**src/rtl/ldt_pkg.sv**
```systemverilog
`timescale 1ns / 1ps
`default_nettype none

package ldt_pkg;

  localparam int Neurons   = 1024;
  localparam int IdxW      = 10;
  localparam int AddrMaxW  = 16;   // widest address over the NEURONS range
  localparam int IdxCmpW   = 17;   // holds NEURONS itself
  localparam int CfgW      = 16;
  localparam int CfgIdxW   = 1;

  localparam int MulAW = 33;
  localparam int MulBW = 18;
  localparam int MulPW = MulAW + MulBW;

  localparam logic [CfgW-1:0] DecayReset = 16'd62338;
  localparam logic [CfgW-1:0] ZeroReset  = 16'd100;
  localparam logic [16:0]     PowOne     = 17'h10000;   // 1.0 in Q1.16
  localparam logic [31:0]     TraceOne   = 32'h0001_0000;
  localparam logic [31:0]     TraceMax   = 32'h7fff_ffff;
  localparam logic [31:0]     TraceMin   = 32'h8000_0000;

  typedef enum logic [CfgIdxW-1:0] {
    RegDecay = 1'd0,
    RegZero  = 1'd1
  } reg_e;

  typedef enum logic [1:0] {
    OpRead      = 2'd0,
    OpAddOne    = 2'd1,
    OpAddAmount = 2'd2
  } op_e;

  typedef enum logic [2:0] {
    StIdle,
    StLoad,
    StPow,
    StPowWb,
    StScaleWb,
    StAdd
  } state_e;

  typedef struct packed {
    logic [1:0]        operation;
    logic [IdxW-1:0]   neuron_index;
    logic signed [31:0] amount;
    logic [31:0]       now;
  } in_word_t;

  typedef struct packed {
    logic signed [31:0] trace_value;
    logic               saturated;
  } out_word_t;

  typedef struct packed {
    logic [31:0] last_time;
    logic [31:0] trace;
  } entry_t;

  typedef struct packed {
    logic                rd_en;
    logic                wr_en;
    logic [AddrMaxW-1:0] addr;
  } store_req_t;

endpackage

`default_nettype wire

```
**src/rtl/ldt_mul.sv**
```systemverilog
`timescale 1ns / 1ps
`default_nettype none

// shared signed multiplier, product registered
module ldt_mul (
  input  wire logic                                clk_i,
  input  wire logic signed [ldt_pkg::MulAW-1:0]    a_i,
  input  wire logic signed [ldt_pkg::MulBW-1:0]    b_i,
  output logic signed [ldt_pkg::MulPW-1:0]         prod_o
);

  logic signed [ldt_pkg::MulPW-1:0] prod_q;

  always_ff @(posedge clk_i) begin
    prod_q <= a_i * b_i;
  end

  assign prod_o = prod_q;

endmodule

`default_nettype wire

```
**config.mk**
```make
export PLATFORM = sky130hd
export DESIGN_NAME = ldt_mul
export DESIGN_NICKNAME = d
export VERILOG_FILES = /design/src/rtl/ldt_pkg.sv /design/src/rtl/ldt_mul.sv
export SDC_FILE = /design/constraint.sdc
export NUM_CORES = 2
export LEC_CHECK = 0
export BUFFER_PORTS_ARGS = -buffer_cell sky130_fd_sc_hd__buf_2
export CORE_MARGIN = 3
export CORE_UTILIZATION = 25
export DETAILED_ROUTE_END_ITERATION = 10
export PLACE_DENSITY_LB_ADDON = 0.25
export SYNTH_ARGS = -nofsm -noshare
export SYNTH_HDL_FRONTEND = slang
export SYNTH_SLANG_ARGS = --single-unit
```
**constraint.sdc**
```tcl
create_clock -name clk_i -period 8.9 [get_ports clk_i]
set_clock_uncertainty 0.2 [all_clocks]
set_input_delay 0.445 -clock clk_i [delete_from_list [all_inputs] [get_ports clk_i]]
set_output_delay 0.445 -clock clk_i [all_outputs]
set_load 0.005 [all_outputs]
```
==> run_results.csv <==
group,metric,value,unit
status,status,"completed",
global_routing,antenna_found_initial,4,
floorplan,die_w,297.7,um
sta,post-route-min-period,7.102,ns
yosys,synth_cells,2328,
yosys,seq_area_frac_synth,4.801,%
cts,tritoncts,"yes",
critical_path,path_cells,"buf_2 -> inv_1 -> nor2_1 -> fa_1 -> fa_1 -> fa_1 -> fa_1 -> fa_1 -> inv_1 -> fa_1 -> inv_1 -> ha_1 -> nand2_1 -> or3_1 -> nor3_1 -> o311ai_1 -> or3b_4 -> o21ai_2 -> o21bai_2 -> a21o_1 -> a21oi_2 -> xnor2_1",
global_routing,grt_use_total,13.72,%
job,maxCapViolations,0,
placement,post-place-cells,3463,
floorplan,core,83950,sq um
yosys,synth_area,21270,sq um
sta,finalCritPeriodShare,79.80,%
detailed_routing,via_per_inst,4.213,
placement,dpl.hpwl,48.08,mm
floorplan,initial_core_util,25.33,%
critical_path,crit_top_cell,"fa_1",
cts,clockBufferDepth,2,
placement,io_buffers,102,
critical_path,cp-start-kind,"input port",
placement,place_congestion,0.7769,
cts,postCtsSetupRepairBufs,0,
global_routing,grt_pass1_wl,93.97,mm
cts,clock-root-buffer,"clkbuf_16",
detailed_routing,drc,0,
min_path,worstHoldPathCells,2,
cts,cts_buffers,5,
sta,setup_violations,0,
cells_and_area,instances_no_fill,3471,
sta,final_hold_viol_count,0,
detailed_routing,wl_per_cell,16.89,um
cells_and_area,synthToLayoutAreaGrowth,8.013,%
detailed_routing,routed-via-count,14625,
cells_and_area,largest_reg_flops,51,
yosys,synthesis.nets,3072,
cells_and_area,nNetsFinal,3080,
cells_and_area,diodes,0,
critical_path,cp.depth,22,
yosys,synth-edff-count,0,
yosys,yosys_warnings,0,
cells_and_area,drive_gt1_share,5.605,%
detailed_routing,ant_nets,0,
sta,max_freq,140.8,MHz
sta,timing.slew.headroom,39.42,%
floorplan,pin_count,103,
cts,path_clk_slew,0.08,ns
floorplan,num_rows,106,
detailed_routing,routed_wl,58.63,mm
floorplan,die_y,297.7,um
yosys,synthFlopType,"dfxtp_1",
cts,ctsResizeCount,0,
cts,htreeDepth,2,
critical_path,crit_arrival,7.13,ns
critical_path,worstSetupPathType,"in2reg",
global_routing,grt_start_max_net_pins,34,
global_routing,grt_overflow,0,
cts,cts.hold.buffers_added,0,
yosys,async_flop_share,0,%
sta,worst-slew-pin-transition,0.9077,ns
critical_path,crit_slowest_cell,"inv_1",
critical_path,cp.buffers_inverters,4,
cells_and_area,final_common_cell,"inv_1",
detailed_routing,drt_pre_antenna_iters,5,
sta,tns,0,ns
critical_path,slowest_delay,0.68,ns
cts,cts.sinks,51,
critical_path,crit_required,8.93,ns
detailed_routing,drt_iter0_markers,517,
floorplan,dieArea,88610,sq um
global_routing,grt_pass1_vias,16213,
yosys,ys_ff_latch,51,
sta,rsz0062_at_grt,"no",
yosys,synth_cell_types,58,
yosys,avgSynthCellArea,9.136,sq um
critical_path,cp-end-kind,"flip-flop",
critical_path,crit_family,"adder cells",
critical_path,cp_max_fo,17,
sta,worst_hold_slack,0.4067,ns
cells_and_area,layout_common_cells,"inv_1 (618), fa_1 (569), nand2_1 (358)",
sta,slew_viol_final,0,
min_path,hold_path.class,"in2reg",
[through the flow]
stage	area, sq um	setup WS [ns]	util [%]
CTS	22970	1.740	27.36
global route	22970	1.430	27.36
detailed placement	22820	1.383	27.18
global placement	22820	1.435	27.18
floorplan	21270	2.459	-
finish	22970	1.798	27.36
[layout make-up]
class                      count  area (sq um)
fill                        9085         60980
multi-input combinational   1555         17530
inverter                     618          2320
tap                         1134          1419
sequential                    51          1021
timing repair buffer         105         533.0
clock buffer                   5         125.1
clock inverter                 3         26.28
[cell usage after synthesis (2+ instances only)]
master      n  area [sq um]
nand4_1     3         18.77
a21boi_0    3         22.52
a21oi_1    40         200.2
o311ai_1    2         17.52
a21oi_2     4         35.03
o211ai_1    5         37.54
nand2b_1    7         43.79
o21ai_1     2         10.01
o21ai_0    23         115.1
xor2_1     11         96.34
and4_1      2         17.52
o21a_1      9         67.56
and3_1      3         18.77
xnor2_1    43         376.6
nor3_1      8         40.04
dfxtp_1    51          1021
o21bai_1    4         30.03
a31oi_1     4         25.02
nand3_1     6         30.03
a31o_2      2         17.52
ha_1      123          1539
fa_1      569         11390
nor2b_1     6         37.54
inv_1     618          2320
a21o_1     11         82.58
nand2_1   358          1344
or3_1       3         18.77
and2_1    231          1445
clkbuf_1  101         379.1
nor2_1     48         180.2
[worst paths after layout]
check / startpoint / to / slack [ns]
worst max-delay path: b_i[17] / prod_o[44] / 1.80
worst min-delay path: a_i[0] / prod_o[0] / 0.41
[cells by family (layout without fill, tap and decap cells)]
kind of cell,count (synthesis),in the layout,share of synthesized area (%)
flip-flops,51,51,4.801
buffers and inverters,722,731,12.78
XOR/XNOR,54,54,2.224
adder cells (fa/ha/maj),692,692,60.80
AO/OA/AOI/OAI,129,129,4.183
AND/OR/NAND/NOR,680,680,15.21
[per-layer routing]
metal | part of all wire (%) | up-vias | track usage, %
met1 | 43 | 7686 | 17.40
met2 | 52 | 246 | 24.49
met3 | 3.4 | 65 | 1.909
met4 | 2.5 | 4 | 3.482
met5 | 0.053 | - | 0
li1 | - | 6624 | -
Power is not shown: default switching activity piles up to over one toggle a cycle in this logic, so the estimate is an artifact.
